`src/rtl/assert_macros.svh`:
```
// ----------------------------------------------------------------------------
// assert_macros.svh
// Concurrent assertion wrappers; empty under synthesis.
// ----------------------------------------------------------------------------
`ifndef ASSERT_MACROS_SVH
`define ASSERT_MACROS_SVH

`ifndef SYNTHESIS
// property must hold at every clock edge outside reset
`define ASSERT_PROP(lbl, clk, rst, prop, msg) \
  lbl: assert property (@(posedge clk) disable iff (rst) (prop)) else $error(msg);
// expression must never be true outside reset
`define ASSERT_NEVER(lbl, clk, rst, expr, msg) \
  lbl: assert property (@(posedge clk) disable iff (rst) !(expr)) else $error(msg);
`else
`define ASSERT_PROP(lbl, clk, rst, prop, msg)
`define ASSERT_NEVER(lbl, clk, rst, expr, msg)
`endif

`endif

```
`src/rtl/tepq_pkg.sv`:
```
// ----------------------------------------------------------------------------
// tepq_pkg
// Shared types, sizes and key compare for the timed event queue.
// ----------------------------------------------------------------------------
package tepq_pkg;

  localparam int QUEUE_DEPTH = 16;
  localparam int IDX_W       = $clog2(QUEUE_DEPTH);
  localparam int CNT_W       = $clog2(QUEUE_DEPTH + 1);

  typedef struct packed {
    logic [31:0] due;
    logic [15:0] rank;
    logic [15:0] tag;
  } slot_t;

  // running best of a sweep along the cell row
  typedef struct packed {
    logic             found;
    logic [31:0]      rel;
    slot_t            slot;
    logic [IDX_W-1:0] idx;
  } carry_t;

  typedef struct packed {
    logic load;
    logic kill;
  } cell_ctl_t;

  typedef struct packed {
    logic valid;
    logic match;
  } cell_stat_t;

  // due times compared as signed offsets from the current time, then rank
  function automatic logic key_lt(logic [31:0] a_rel, logic [15:0] a_rank,
                                  logic [31:0] b_rel, logic [15:0] b_rank);
    return ($signed(a_rel) < $signed(b_rel)) || ((a_rel == b_rel) && (a_rank < b_rank));
  endfunction

  function automatic logic rel_lt(logic [31:0] a_rel, logic [31:0] b_rel);
    return $signed(a_rel) < $signed(b_rel);
  endfunction

endpackage

```
`src/rtl/tepq_cell.sv`:
```
// ----------------------------------------------------------------------------
// tepq_cell
// One event slot of the queue row plus its stage of the minimum sweep.
// ----------------------------------------------------------------------------
module tepq_cell import tepq_pkg::*; (
  input  logic             clk,
  input  logic             rst,
  input  logic [IDX_W-1:0] cell_id,
  input  logic [31:0]      now,
  input  cell_ctl_t        ctl,
  input  slot_t            wr_slot,
  input  slot_t            key,
  input  logic             tok_in,
  input  carry_t           carry_in,
  output logic             tok_out,
  output carry_t           carry_out,
  output cell_stat_t       stat
);

  logic        valid;
  slot_t       slot;
  logic [31:0] own_rel;
  logic        take;
  carry_t      own_carry;

  assign own_rel = slot.due - now;
  // strict compare: on equal keys the earlier cell keeps the lead
  assign take = valid && (!carry_in.found ||
                key_lt(own_rel, slot.rank, carry_in.rel, carry_in.slot.rank));

  always_comb begin
    own_carry.found = 1'b1;
    own_carry.rel   = own_rel;
    own_carry.slot  = slot;
    own_carry.idx   = cell_id;
  end

  always_ff @(posedge clk) begin
    if (rst) begin
      valid <= 1'b0;
    end else if (ctl.load) begin
      valid <= 1'b1;
    end else if (ctl.kill) begin
      valid <= 1'b0;
    end
  end

  always_ff @(posedge clk) begin
    if (ctl.load) begin
      slot <= wr_slot;
    end
  end

  always_ff @(posedge clk) begin
    if (rst) begin
      tok_out <= 1'b0;
    end else begin
      tok_out <= tok_in;
    end
  end

  always_ff @(posedge clk) begin
    if (tok_in) begin
      carry_out <= take ? own_carry : carry_in;
    end
  end

  assign stat.valid = valid;
  assign stat.match = valid && (slot == key);

endmodule

```
`config.mk`:
```
export PLATFORM = sky130hd
export DESIGN_NAME = tepq_cell
export DESIGN_NICKNAME = d
export VERILOG_FILES = /design/src/rtl/assert_macros.svh /design/src/rtl/tepq_pkg.sv /design/src/rtl/tepq_cell.sv
export SDC_FILE = /design/constraint.sdc
export NUM_CORES = 1
export LEC_CHECK = 0
export BUFFER_PORTS_ARGS = -buffer_cell sky130_fd_sc_hd__buf_4
export CORE_MARGIN = 3
export CORE_UTILIZATION = 40
export DETAILED_ROUTE_END_ITERATION = 10
export PLACE_DENSITY = 0.75
export SETUP_SLACK_MARGIN = 0.15
export SYNTH_ARGS = -nofsm -noshare
export SYNTH_HDL_FRONTEND = slang
export SYNTH_SLANG_ARGS = --single-unit
```
`constraint.sdc`:
```
create_clock -name clk -period 5.2 [get_ports clk]
set_input_delay 0.26 -clock clk [delete_from_list [all_inputs] [get_ports clk]]
set_output_delay 0.26 -clock clk [all_outputs]
set_load 0.005 [all_outputs]
```
==> results.rst, run 1 <==
.. list-table::
   :header-rows: 1

   * - Metric
     - Value
   * - Required time worst endpoint
     - 5.38 ns
   * - CTS tree
     - yes
   * - Top-count cell post-synth
     - sky130_fd_sc_hd__edfxtp_1
   * - HP Class
     - input pin to flop
   * - Post-route minimum period
     - 5.20 ns
   * - Number of warnings printed during yosys synthesis
     - 0
   * - Setup slack of the critical path after layout
     - -0.00180 ns
   * - Die Span Y
     - 167 um
   * - Library cell with the largest summed area after synthesis
     - sky130_fd_sc_hd__edfxtp_1
   * - Smallest hold slack
     - roughly 0.018 ns
   * - Met3 wire length
     - 2.73 mm
   * - Maximum frequency from static timing analysis
     - 192 MHz
   * - Post-synth net total
     - between 1000 and 1500
   * - Critical R2R Launch
     - own_carry[36]$_DFFE_PP_
   * - Half-perimeter wire length after detailed placement
     - 26.4 mm
   * - Routability cong.
     - between 0.8 and 0.9
   * - Summed instance area of the synthesized netlist
     - 10300 um^2
   * - Result of the run
     - finished with violations
   * - DR top layer
     - met4
   * - Worst setup EP type
     - flop
   * - Violated checks
     - negative setup slack
   * - Final Net Count
     - 1600
   * - Wirelength per Cell
     - 21.8 um
   * - Total iterations of the first detailed-routing run
     - 4
   * - Final ANT Viol Nets
     - 0
   * - Initial core utilization
     - 40.8%
   * - Synth top area share
     - between 40% and 50%
   * - Via count of the first global-routing pass
     - 8449
   * - Crit start category
     - flop
   * - Worst Path Max Fanout
     - 9
   * - Die Area
     - 27700 um^2
   * - Port Buffers
     - 373
   * - Via count of the routed design
     - 8178
   * - Synth async-reset ratio
     - 0%
   * - Insertion delay to the later sink of the worst-skew pair
     - approximately 0.43 ns
   * - TritonCTS Sinks
     - approximately 170
   * - Site row count
     - slightly below 60
   * - Hold path start
     - wr_slot[43]
   * - Global-route wire length before repair
     - 49.2 mm
   * - Number of distinct library cells after synthesis
     - 64
   * - Post-detailed-route via-to-cell ratio
     - 5.13
   * - Synthesis-stage register bit count
     - 167
   * - RSZ-0062 raised after global routing
     - yes
   * - Number of CTS-inserted buffers
     - 17
   * - Maximum resistive drop on vdd
     - 0.000171 V
   * - Detailed Route WL
     - 34.7 mm
   * - Data arrival time at the worst-slack endpoint
     - about 5.4 ns
   * - Count of pins over their slew limit
     - 0
   * - WL met1
     - 13.3 mm
   * - CTS HTree Levels
     - 4
   * - Setup Slack @ Placement
     - -0.248 ns
   * - Total power consumption of the routed design
     - 4.44 mW
   * - Share of cells above drive strength 1
     - around 46%
   * - Worst clock skew on the final layout
     - 0.0177 ns
   * - Sequential area share after synthesis
     - between 40 and 50%
   * - Crit share post-route
     - 100%
   * - Overall fraction of global-route tracks in use
     - 23.3%
   * - Clock transition time at the flip-flop clock pins of the worst setup and hold paths
     - 0.08 ns
   * - Leading post-synthesis cells by cell area
     - sky130_fd_sc_hd__edfxtp_1, sky130_fd_sc_hd__mux2_4, sky130_fd_sc_hd__ha_1
   * - Total of max-cap violations
     - 0
   * - Iteration-0 DRC Markers
     - 559
   * - Maximum number of pins on one net before global-route repair
     - 66
   * - EDFF count, synth
     - between 150 and 200
   * - DRC viols
     - 0
   * - Measured slew at the worst slew-check pin
     - around 0.96 ns
   * - Total overflow reported by the global router
     - 0
   * - Root Driver
     - sky130_fd_sc_hd__clkbuf_16
   * - Worst slew slack as a fraction of its limit
     - 35.9%
   * - Cell count after synthesis
     - 775
   * - Start point of the critical path
     - own_carry[36]$_DFFE_PP_
   * - Die width
     - 167 um
   * - Most instantiated cells after synthesis
     - sky130_fd_sc_hd__edfxtp_1, sky130_fd_sc_hd__inv_1, sky130_fd_sc_hd__mux2_4
   * - Leakage
     - 7.14 nW
   * - Total power per unit cell area
     - 293 nW/um^2
   * - Area of the placeable core
     - about 25000 um^2
   * - Setup violation total in the final timing report
     - 5
   * - I/O pins
     - 374
   * - Initial antenna violation count
     - 0
   * - Antenna cell count
     - 0
   * - Count of final hold-check violations
     - 0
   * - Mean post-synth cell area
     - 13.3 um^2
   * - CTS max path bufs
     - 2
   * - Start-to-end type of the worst setup path
     - flop to flop
   * - Met2 wire length
     - 17.5 mm
   * - Synthesis-to-layout area growth
     - 46.9%
   * - Top flip-flop cell by instance count after synthesis
     - sky130_fd_sc_hd__edfxtp_1
[cell type report]
cell class	count	area [um^2]
Fill cell	2013	10100
Sequential cell	167	4990
Multi-Input combinational cell	495	4890
Timing Repair Buffer	470	3920
Clock buffer	17	425
Tap cell	330	413
Inverter	100	375
Clock inverter	15	138
[layer usage]
layer | GRT usage (%) | up-vias
met5 | 0 | -
met1 | 27.4 | 3906
li1 | - | 3829
met2 | 40.9 | 384
met3 | 6.29 | 59
met4 | 8.79 | 0
[state kept, by name, indices dropped and copies added (netlist names)]
register,cells
carry_out,101
own_carry,64
tok_out,1
valid,1
[critical path, stage by stage (launching register included)]
cell and delay, ns:
sky130_fd_sc_hd__edfxtp_1 0.39, sky130_fd_sc_hd__inv_1 0.07, sky130_fd_sc_hd__ha_2 0.18, sky130_fd_sc_hd__inv_2 0.04, sky130_fd_sc_hd__fa_2 0.34, sky130_fd_sc_hd__a21o_1 0.19
sky130_fd_sc_hd__a221o_1 0.37, sky130_fd_sc_hd__a221oi_4 0.36, sky130_fd_sc_hd__o21bai_4 0.13, sky130_fd_sc_hd__a31o_4 0.27, sky130_fd_sc_hd__a31oi_4 0.16, sky130_fd_sc_hd__xnor2_1 0.12
sky130_fd_sc_hd__ha_1 0.32, sky130_fd_sc_hd__nand4_1 0.17, sky130_fd_sc_hd__nor4_4 0.37, sky130_fd_sc_hd__buf_4 0.17, sky130_fd_sc_hd__o41ai_2 0.06, sky130_fd_sc_hd__a32o_2 0.29
sky130_fd_sc_hd__a41oi_4 0.26, sky130_fd_sc_hd__buf_12 0.22, sky130_fd_sc_hd__buf_8 0.18, sky130_fd_sc_hd__mux2_4 0.31
[through the flow]
stage	area [um^2]	TNS [ns]	utilization, %	std cells
final	15100	-0.00478	60.0	1594
after global placement	13500	-9.29	53.4	1481
after floorplan	10300	0	-	775
after CTS	14800	0	58.6	1573
after detailed placement	13500	-20.38	53.4	1481
after global routing	15100	-10.31	60.0	1594
[where the power goes]
| part | switching, mW | total (mW) | internal [mW] |
|---|---|---|---|
| Combinational | 0.639 | 1.46 | 0.824 |
| Sequential | 0.0794 | 1.73 | 1.65 |
| Clock | 0.616 | 1.25 | 0.635 |
| Total | 1.33 | 4.44 | 3.11 |
[cell families (layout without fill, tap and decap cells)]
logic type	Yosys count	count (layout)	share of synthesized area [%]
flops	167	167	48.4
compound gates	135	135	9.45
buf+inv	113	602	5.88
mux	100	100	14.4
simple gates	99	99	5.19
xor+xnor	82	82	6.96
fa+ha+maj	79	79	9.66
[what timing repair did]
action | in CTS | in global routing
endpoints found under the setup margin | 100 | 100
pin swaps | 9 | 9
hold buffers | 48 | 5
setup buffers | 9 | 10
resized for setup | 28 | 19
gates cloned | 3 | 6
hold endpoints to repair | 49 | 5
[placed cells by master, fill, tap and decap left out, types with 16 or more instances in the layout]
| cell type | n |
|---|---|
| sky130_fd_sc_hd__a21o_1 | 23 |
| sky130_fd_sc_hd__a21oi_1 | 37 |
| sky130_fd_sc_hd__buf_4 | 400 |
| sky130_fd_sc_hd__clkbuf_16 | 22 |
| sky130_fd_sc_hd__dlygate4sd3_1 | 53 |
| sky130_fd_sc_hd__edfxtp_1 | 165 |
| sky130_fd_sc_hd__ha_1 | 70 |
| sky130_fd_sc_hd__inv_1 | 99 |
| sky130_fd_sc_hd__mux2_4 | 97 |
| sky130_fd_sc_hd__nand2_1 | 19 |
| sky130_fd_sc_hd__nor2_1 | 16 |
| sky130_fd_sc_hd__xnor2_1 | 40 |
| sky130_fd_sc_hd__xor2_1 | 41 |
[path summary, 6_finish.rpt]
| check | endpoint | slack (ns) | depth (start not counted) |
|---|---|---|---|
| setup / recovery | carry_out[29]$_DFFE_PP_ | -0.002 | 21 |
| hold / removal | own_carry[47]$_DFFE_PP_ | 0.02 | 1 |
| setup reg to reg | carry_out[29]$_DFFE_PP_ | -0.002 | 21 |
| hold reg to reg | carry_out[6]$_DFFE_PP_ | 0.60 | 1 |
Note: power is estimated with default switching activity, not from simulation.
==> run 2, diff against run 1 <==
--- a/config.mk
+++ b/config.mk
@@ -5,11 +5,14 @@
 export SDC_FILE = /design/constraint.sdc
 export NUM_CORES = 1
 export LEC_CHECK = 0
+export ABC_AREA = 1
 export BUFFER_PORTS_ARGS = -buffer_cell sky130_fd_sc_hd__buf_4
 export CORE_MARGIN = 3
 export CORE_UTILIZATION = 40
+export CTS_CLUSTER_SIZE = 14
 export DETAILED_ROUTE_END_ITERATION = 10
-export PLACE_DENSITY = 0.75
+export GPL_TIMING_DRIVEN = 0
+export PLACE_DENSITY = 0.74
 export SETUP_SLACK_MARGIN = 0.15
 export SYNTH_ARGS = -nofsm -noshare
 export SYNTH_HDL_FRONTEND = slang
==> results.rst, run 2 <==
.. list-table::
   :header-rows: 1

   * - Metric
     - Value
   * - EDFF count, synth
     - 165 (unchanged)
   * - CTS max path bufs
     - 2 (unchanged)
   * - Port Buffers
     - 373 (unchanged)
   * - Utilization after layout
     - 58.0% (-2.0 points)
   * - Flip-flop count of the largest register, all copies and words added
     - 101 (unchanged)
   * - Die width
     - 169 um (+1.7%)
   * - Worst path depth
     - 24 (+14%)
   * - HP Class
     - input pin to flop
   * - Die Span Y
     - 169 um (+1.7%)
   * - Half-perimeter wire length after detailed placement
     - 33.6 mm (+27%)
   * - Synth async-reset ratio
     - 0% (unchanged)
   * - Start point of the critical path
     - own_carry[36]$_DFFE_PP_
   * - Overall fraction of global-route tracks in use
     - 27.9% (+4.5 points)
   * - Post-synthesis share of cell area spent on and, or, nand and nor gates
     - 25.0% (+20 points)
   * - Total cell area at the placement stage
     - 13900 um^2 (+3.2%)
   * - Share of cell area taken by muxes after synthesis
     - 0% (-14 points)
   * - Total of max-cap violations
     - 0 (unchanged)
   * - Top flip-flop cell by instance count after synthesis
     - sky130_fd_sc_hd__edfxtp_1
   * - Xor and xnor fraction of the mapped netlist area
     - 3.03% (-3.9 points)
   * - Global-route wire length before repair
     - 60.2 mm (+22%)
   * - Maximum number of pins on one net before global-route repair
     - 103 (+56%)
   * - Worst stage delay on the critical path
     - 0.46 ns (+0.07 ns)
   * - Via count of the routed design
     - 10600 (+30%)
   * - Sequential area share after synthesis
     - 46.7% (-1.7 points)
   * - DRC viols
     - 0 (unchanged)
   * - Insertion delay to the later sink of the worst-skew pair
     - 0.44 ns (about the same)
   * - Count of pins over their slew limit
     - 0 (unchanged)
   * - Final ANT Viol Nets
     - 0 (unchanged)
   * - Synthesized-area fraction occupied by adder cells
     - 9.32% (-0.34 points)
   * - Number of resized instances in the post-cts repair step
     - 0 (-100%)
   * - Iteration-0 DRC Markers
     - 930 (+66%)
   * - Number of cells on the worst hold path
     - 1 (unchanged)
   * - TritonCTS Sinks
     - 167 (unchanged)
   * - Leading post-synthesis cells by cell area
     - sky130_fd_sc_hd__edfxtp_1, sky130_fd_sc_hd__nand2_1, sky130_fd_sc_hd__ha_1
   * - Number of warnings printed during yosys synthesis
     - 0 (unchanged)
   * - Dominant combinational cell family by area after synthesis
     - simple AND/OR/NAND/NOR gates
   * - Routability cong.
     - 0.929 (+6.0%)
   * - Worst setup EP type
     - flop
   * - Initial antenna violation count
     - 0 (unchanged)
   * - Synthesis-stage register bit count
     - 167 (unchanged)
   * - Cell area after layout
     - 15200 um^2 (about the same)
   * - Synthesis-to-layout area growth
     - 41.7%
   * - Area of the placeable core
     - 26100 um^2 (+3.5%)
   * - Maximum frequency from static timing analysis
     - 223 MHz (+16%)
   * - Measured slew at the worst slew-check pin
     - 1.37 ns (+0.407 ns)
   * - Antenna cell count
     - 0 (unchanged)
   * - Initial core utilization
     - 40.9% (+0.069 points)
   * - Most common cell after layout, fill and taps aside
     - sky130_fd_sc_hd__nand2_1
   * - Top delay family on crit path
     - simple AND/OR/NAND/NOR gates
   * - Cts-stage hold buffer count
     - 63 (+31%)
   * - Leakage
     - 7.49 nW (+4.9%)
   * - Cell count after synthesis
     - 1259 (+62%)
   * - I/O pins
     - 374 (unchanged)
   * - Number of distinct library cells after synthesis
     - 34 (-47%)
   * - Most instantiated cells after synthesis
     - sky130_fd_sc_hd__nand2_1, sky130_fd_sc_hd__inv_1, sky130_fd_sc_hd__edfxtp_1
   * - Ordered cell list for the critical path
     - inv_1 -> ha_1 -> inv_1 -> fa_1 -> nand2_1 -> nand2_1 -> nand3b_1 -> nand2_1 -> a21oi_1 -> o21ai_0 -> xor2_1 -> ha_1 -> nand2_1 -> a21oi_1 -> o21ai_1 -> nand2_1 -> a21oi_1 -> nand2_1 -> nand2_1 -> nand3_2 -> nand2_1 -> clkbuf_1 -> nand2_1 -> nand2_1
   * - Total power consumption of the routed design
     - 4.41 mW (-0.67%)
   * - Post-CTS setup buffer count
     - 0 (-9)
   * - Site row count
     - 59 (+1.7%)
   * - Worst reg-to-reg path cell count
     - 24 (+14%)
   * - CTS tree
     - yes
   * - Data arrival time at the worst-slack endpoint
     - 4.77 ns (-0.61 ns)
   * - Count of final hold-check violations
     - 0 (unchanged)
   * - Setup violation total in the final timing report
     - 0 (-5)
   * - Share of cells above drive strength 1
     - 25.1% (-21 points)
   * - Final Net Count
     - 2063 (+29%)
   * - Post-synth net total
     - 1608 (+43%)
   * - Register-to-register setup slack
     - 0.72 ns (+0.72 ns)
   * - Post-detailed-route via-to-cell ratio
     - 5.16 (+0.64%)
   * - Summed instance area of the synthesized netlist
     - 10700 um^2 (+3.7%)
   * - Synthesized-area fraction occupied by ao, oa, aoi and oai cells
     - 7.32% (-2.1 points)
   * - Mean post-synth cell area
     - 8.49 um^2 (-36%)
   * - Total iterations of the first detailed-routing run
     - 6 (+2)
   * - Library cell appearing most often on the critical path
     - sky130_fd_sc_hd__nand2_1
   * - Library cell with the largest summed area after synthesis
     - sky130_fd_sc_hd__edfxtp_1
   * - Combined buffer and inverter count along the critical path
     - 3 (-2)
   * - Top-count cell post-synth
     - sky130_fd_sc_hd__nand2_1
   * - CTS HTree Levels
     - 4 (unchanged)
   * - Result of the run
     - completed
   * - Maximum resistive drop on vdd
     - 0.000218 V (+28%)
   * - Worst clock skew on the final layout
     - 0.0200 ns (+0.00228 ns)
   * - Total power per unit cell area
     - 291 nW/um^2 (-0.68%)
   * - Crit share post-route
     - 86.1% (-14 points)
   * - R2r endpoint
     - carry_out[9]$_DFFE_PP_
   * - Wirelength per Cell
     - 20.1 um (-7.6%)
   * - Filler cell count in the final layout
     - 2323 (+15%)
   * - Commonest cells after routing, fill and taps aside
     - sky130_fd_sc_hd__nand2_1, sky130_fd_sc_hd__buf_4, sky130_fd_sc_hd__inv_1
   * - Worst Path Max Fanout
     - 10 (+1)
   * - Critical R2R Launch
     - own_carry[36]$_DFFE_PP_
   * - Die Area
     - 28700 um^2 (+3.5%)
   * - Total Negative Setup Slacks
     - 0 ns (+0.00478 ns)
   * - Required time worst endpoint
     - 5.50 ns (+0.12 ns)
   * - Start-to-end type of the worst setup path
     - flop to flop
   * - Clock transition time at the flip-flop clock pins of the worst setup and hold paths
     - 0.08 ns (about the same)
   * - Number of CTS-inserted buffers
     - 17 (unchanged)
   * - Crit start category
     - flop
   * - Critical Path End
     - carry_out[9]$_DFFE_PP_
   * - Top register by number of flip-flops
     - carry_out
   * - Via count of the first global-routing pass
     - 10400 (+23%)
   * - Root Driver
     - sky130_fd_sc_hd__clkbuf_16
   * - Slowest stage cell on the critical path
     - sky130_fd_sc_hd__edfxtp_1
   * - RSZ-0062 raised after global routing
     - no
   * - Total overflow reported by the global router
     - 0 (unchanged)
   * - Post-route minimum period
     - 4.48 ns (-0.725 ns)
   * - Worst slew slack as a fraction of its limit
     - 8.76% (-27 points)
   * - Detailed Route WL
     - 41.5 mm (+20%)
   * - Synth top area share
     - 46.4% (-1.7 points)
## run 2: cell count changes in the layout (fill, tap and decap cells not counted), moves of 22 or more
cell                      delta
sky130_fd_sc_hd__a21oi_1    +23
sky130_fd_sc_hd__buf_4      -26
sky130_fd_sc_hd__inv_1      +69
sky130_fd_sc_hd__mux2_4     -97
sky130_fd_sc_hd__nand2_1   +368
sky130_fd_sc_hd__nand3_1   +129
sky130_fd_sc_hd__nor2_1     +56
sky130_fd_sc_hd__o21ai_0    +22
sky130_fd_sc_hd__xnor2_1    -29
## run 2: area by class of cell
| type | instances | area, um^2 | area share (%) |
|---|---|---|---|
| Multi-Input combinational cell | 890 | 4770 | 31.5 |
| Sequential cell | 167 | 4990 | 33.0 |
| Clock buffer | 18 | 429 | 2.83 |
| Buffer | 34 | 289 | 1.91 |
| Tap cell | 335 | 419 | 2.77 |
| Clock inverter | 14 | 183 | 1.21 |
| Timing Repair Buffer | 436 | 3430 | 22.6 |
| Inverter | 168 | 631 | 4.16 |
## run 2: worst min-delay path by stage
| stage | end | from | slack, ns |
|---|---|---|---|
| 6_report | own_carry[57]$_DFFE_PP_ | wr_slot[53] | 0.02 |
| 5_1_grt | own_carry[57]$_DFFE_PP_ | wr_slot[53] | 0.002 |
| 4_1_cts | own_carry[57]$_DFFE_PP_ | wr_slot[53] | 0.0003 |
| 3_5_place_dp | valid$_SDFFE_PP0P_ | rst | 0.43 |
| 3_3_place_gp | valid$_SDFFE_PP0P_ | rst | 0.44 |
| 2_1_floorplan | tok_out$_SDFF_PP0_ | rst | 0.33 |
## run 2: worst register-to-register path, cell delays in order (launching register included)
cell,delay (ns)
sky130_fd_sc_hd__edfxtp_1,0.46
sky130_fd_sc_hd__inv_1,0.09
sky130_fd_sc_hd__ha_1,0.15
sky130_fd_sc_hd__inv_1,0.06
sky130_fd_sc_hd__fa_1,0.40
sky130_fd_sc_hd__nand2_1,0.11
sky130_fd_sc_hd__nand2_1,0.08
sky130_fd_sc_hd__nand3b_1,0.09
sky130_fd_sc_hd__nand2_1,0.11
sky130_fd_sc_hd__a21oi_1,0.28
sky130_fd_sc_hd__o21ai_0,0.21
sky130_fd_sc_hd__xor2_1,0.29
sky130_fd_sc_hd__ha_1,0.29
sky130_fd_sc_hd__nand2_1,0.09
sky130_fd_sc_hd__a21oi_1,0.05
sky130_fd_sc_hd__o21ai_1,0.12
sky130_fd_sc_hd__nand2_1,0.08
sky130_fd_sc_hd__a21oi_1,0.25
sky130_fd_sc_hd__nand2_1,0.10
sky130_fd_sc_hd__nand2_1,0.08
sky130_fd_sc_hd__nand3_2,0.10
sky130_fd_sc_hd__nand2_1,0.12
sky130_fd_sc_hd__clkbuf_1,0.41
sky130_fd_sc_hd__nand2_1,0.21
sky130_fd_sc_hd__nand2_1,0.11
## run 2: report_power, final
part / internal (mW) / switching (mW) / leakage [nW] / total, mW
combinational: 0.587 / 0.742 / 5.55 / 1.33
sequential: 1.64 / 0.0867 / 1.64 / 1.73
clock: 0.735 / 0.621 / 0.294 / 1.36
## run 2: metrics by stage
stage	hold WS [ns]	std cells	setup slack [ns]
finish	0.0184	2062	0.723
global route	0.00220	2062	0.391
CTS	0.000347	2062	0.747
detailed placement	0.433	1967	0.782
global placement	0.435	1967	0.841
floorplan	0.331	1259	1.80
## run 2: kinds of logic after synthesis
group | count (synthesis)
buf+inv | 202
xor+xnor | 37
simple gates | 638
compound gates | 136
flops | 167
fa+ha+maj | 79
## run 2: layer usage
metal	global-route usage, %	share of wire (%)	wire length (um)	vias to the layer above
li1	-	-	-	5133
met1	37.5	42	17400	4964
met2	45.9	48	19700	498
met3	5.36	8.0	3320	52
met4	8.68	2.5	1030	0
met5	0	0	0	-
==> run 3, diff against run 2 <==
--- a/config.mk
+++ b/config.mk
@@ -7,12 +7,14 @@
 export LEC_CHECK = 0
 export ABC_AREA = 1
 export BUFFER_PORTS_ARGS = -buffer_cell sky130_fd_sc_hd__buf_4
+export CELL_PAD_IN_SITES_DETAIL_PLACEMENT = 1
+export CELL_PAD_IN_SITES_GLOBAL_PLACEMENT = 2
 export CORE_MARGIN = 3
-export CORE_UTILIZATION = 40
+export CORE_UTILIZATION = 29
 export CTS_CLUSTER_SIZE = 14
 export DETAILED_ROUTE_END_ITERATION = 10
 export GPL_TIMING_DRIVEN = 0
-export PLACE_DENSITY = 0.74
+export PLACE_DENSITY = 0.9
 export SETUP_SLACK_MARGIN = 0.15
 export SYNTH_ARGS = -nofsm -noshare
 export SYNTH_HDL_FRONTEND = slang
==> results.rst, run 3 (synthesized netlist as in run 2, its figures left out) <==
.. list-table::
   :header-rows: 1

   * - Metric
     - Value
   * - Result of the run
     - completed
   * - Met1 demand-to-capacity share in global routing
     - 31.7% (-5.7 points)
   * - Total cell area at the placement stage
     - 14100 um^2 (+1.1%)
   * - Smallest hold slack
     - 0.0654 ns (+0.0471 ns)
   * - Insertion delay to the later sink of the worst-skew pair
     - 0.46 ns (+0.02 ns)
   * - Slowest stage cell on the critical path
     - sky130_fd_sc_hd__clkbuf_1
   * - Site row count
     - 69 (+17%)
   * - HP Class
     - input pin to flop
   * - Leakage
     - 7.51 nW (+0.32%)
   * - Die Area
     - 39200 um^2 (+36%)
   * - CTS max path bufs
     - 2 (unchanged)
   * - Total power per unit cell area
     - 292 nW/um^2 (+0.42%)
   * - I/O pins
     - 374 (unchanged)
   * - Crit share post-route
     - 90.2% (+4.1 points)
   * - Library cell appearing most often on the critical path
     - sky130_fd_sc_hd__nand2_1
   * - Half-perimeter wire length after detailed placement
     - 38.9 mm (+16%)
   * - Detailed Route WL
     - 48.9 mm (+18%)
   * - Top register by number of flip-flops
     - carry_out
   * - Total power consumption of the routed design
     - 4.49 mW (+1.8%)
   * - Root Driver
     - sky130_fd_sc_hd__clkbuf_16
   * - Start-to-end type of the worst setup path
     - flop to flop
   * - Share of cells above drive strength 1
     - 24.9% (-0.14 points)
   * - CTS tree
     - yes
   * - Wirelength per Cell
     - 22.3 um (+11%)
   * - Measured slew at the worst slew-check pin
     - 1.01 ns (-0.356 ns)
   * - Placed Instances
     - 2093 (+6.4%)
   * - Worst clock skew on the final layout
     - 0.0145 ns (-0.00548 ns)
   * - Overall fraction of global-route tracks in use
     - 24.5% (-3.4 points)
   * - TritonCTS Sinks
     - 167 (unchanged)
   * - Global-route track usage on met3
     - 5.65% (+0.29 points)
   * - Most common cell after layout, fill and taps aside
     - sky130_fd_sc_hd__nand2_1
   * - Commonest cells after routing, fill and taps aside
     - sky130_fd_sc_hd__nand2_1, sky130_fd_sc_hd__buf_4, sky130_fd_sc_hd__inv_1
   * - Crit start category
     - flop
   * - Cell area after layout
     - 15400 um^2 (+1.3%)
   * - Total of max-cap violations
     - 0 (unchanged)
   * - Setup violation total in the final timing report
     - 0 (unchanged)
   * - Routability cong.
     - 0.882 (-5.1%)
   * - Maximum resistive drop on vdd
     - 0.000238 V (+9.1%)
   * - Worst setup EP type
     - flop
   * - Via count of the routed design
     - 10700 (+0.87%)
   * - Die Span Y
     - 198 um (+17%)
   * - DRC viols
     - 0 (unchanged)
   * - RSZ-0062 raised after global routing
     - no
   * - Maximum frequency from static timing analysis
     - 213 MHz (-4.5%)
   * - Data arrival time at the worst-slack endpoint
     - 5.01 ns (+0.24 ns)
   * - Fin cells
     - 2191 (+6.3%)
   * - Required time worst endpoint
     - 5.52 ns (+0.02 ns)
   * - Total overflow reported by the global router
     - 0 (unchanged)
   * - Post-detailed-route via-to-cell ratio
     - 4.90 (-5.1%)
   * - Initial antenna violation count
     - 1 (+1)
   * - Die width
     - 198 um (+17%)
   * - CTS HTree Levels
     - 4 (unchanged)
   * - Global-route wire length before repair
     - 70.6 mm (+17%)
   * - Synthesis-to-layout area growth
     - 43.6%
   * - Number of CTS-inserted buffers
     - 17 (unchanged)
   * - Port Buffers
     - 373 (unchanged)
   * - Count of pins over their slew limit
     - 0 (unchanged)
   * - Initial core utilization
     - 29.8% (-11 points)
   * - Worst slew slack as a fraction of its limit
     - 32.5% (+24 points)
   * - Total iterations of the first detailed-routing run
     - 7 (+1)
   * - Number of resized instances in the post-cts repair step
     - 0 (unchanged)
   * - Count of final hold-check violations
     - 0 (unchanged)
   * - Final ANT Viol Nets
     - 0 (unchanged)
   * - Area of the placeable core
     - 35900 um^2 (+37%)
   * - Flip-flop count of the largest register, all copies and words added
     - 101 (unchanged)
   * - Iteration-0 DRC Markers
     - 547 (-41%)
   * - Ordered cell list for the critical path
     - inv_1 -> ha_1 -> inv_1 -> fa_1 -> nand2_1 -> nand2_1 -> nand3b_1 -> nand2_1 -> a21oi_1 -> o21ai_0 -> xor2_1 -> ha_1 -> nand2_1 -> a21oi_1 -> o21ai_1 -> nand2_1 -> a21oi_1 -> nand2_1 -> nand2_1 -> nand3_2 -> nand2_1 -> clkbuf_1 -> nand2_1 -> nand2_1
   * - Total Negative Setup Slacks
     - 0 ns (unchanged)
   * - Final Net Count
     - 2066 (+0.15%)
   * - Worst Path Max Fanout
     - 10 (unchanged)
   * - Maximum number of pins on one net before global-route repair
     - 103 (unchanged)
   * - Post-route minimum period
     - 4.69 ns (+0.212 ns)
   * - Layer with the highest usage after global routing
     - met2
   * - Clock transition time at the flip-flop clock pins of the worst setup and hold paths
     - 0.07 ns (about the same)
   * - Met2 track utilization from global routing
     - 40.1% (-5.8 points)
   * - Worst stage delay on the critical path
     - 0.48 ns (+0.02 ns)
   * - Via count of the first global-routing pass
     - 11400 (+9.9%)
==> run 3: changes by cell type in the layout (fill, tap and decap cells not counted), sizes merged <==
cell / before / now
inv: 176 / 173
dlygate4sd3: 63 / 65
diode: 0 / 1
buf: 395 / 396
clkinv: 2 / 5
bufinv: 2 / 3
clkinvlp: 2 / 0
==> run 3: layout make-up <==
cell class / instances / area, um^2
diodes: 1 / 2.50
plain buffers: 34 / 289
flip-flops and latches: 167 / 4990
clock buffers: 18 / 429
inverters: 168 / 631
repair buffers: 439 / 3480
well taps: 461 / 577
fillers: 4277 / 20600
clock inverters: 13 / 171
multi-input cells: 890 / 4770
==> run 3: critical path, delay by kind of cell, from the launching register on <==
family | cells | cell delay, ns
and+or+nand+nor | 12 | 1.29
adders and majority gates | 3 | 0.83
AOI/OAI and AO/OA | 5 | 1.05
xor gates and xnor gates | 1 | 0.30
DFF | 1 | 0.45
buffers and inverters | 3 | 0.64
==> run 3: through the flow <==
step	utilization [%]	setup slack, ns
floorplan	-	1.80
global placement	39.2	0.607
detailed placement	39.2	0.494
CTS	42.6	0.447
global route	42.7	0.165
finish	42.7	0.511
==> run 3: what timing repair did <==
| item | in CTS | in global routing |
|---|---|---|
| endpoints found under the hold margin | 66 | 0 |
| hold buffers | 65 | 0 |
| buffers inserted | 0 | 0 |
==> run 3: worst paths after layout <==
| check | start | endpoint | slack [ns] | cells after the start |
|---|---|---|---|---|
| setup / recovery | own_carry[36]$_DFFE_PP_ | carry_out[6]$_DFFE_PP_ | 0.51 | 24 |
| hold / removal | carry_in[43] | carry_out[43]$_DFFE_PP_ | 0.07 | 3 |
| setup reg to reg | own_carry[36]$_DFFE_PP_ | carry_out[6]$_DFFE_PP_ | 0.51 | 24 |
| hold reg to reg | own_carry[5]$_DFFE_PP_ | carry_out[5]$_DFFE_PP_ | 0.60 | 2 |
==> run 3: routing by layer <==
layer  part of all wire [%]  wire length (um)
met4                    3.5              1700
met1                     43             21100
met2                     47             22800
met3                    6.6              3220
met5                      0                 0
==> run 3: power by group <==
part	internal (mW)	switching, mW
clock	0.764	0.618
sequential	1.64	0.0926
combinational	0.592	0.783
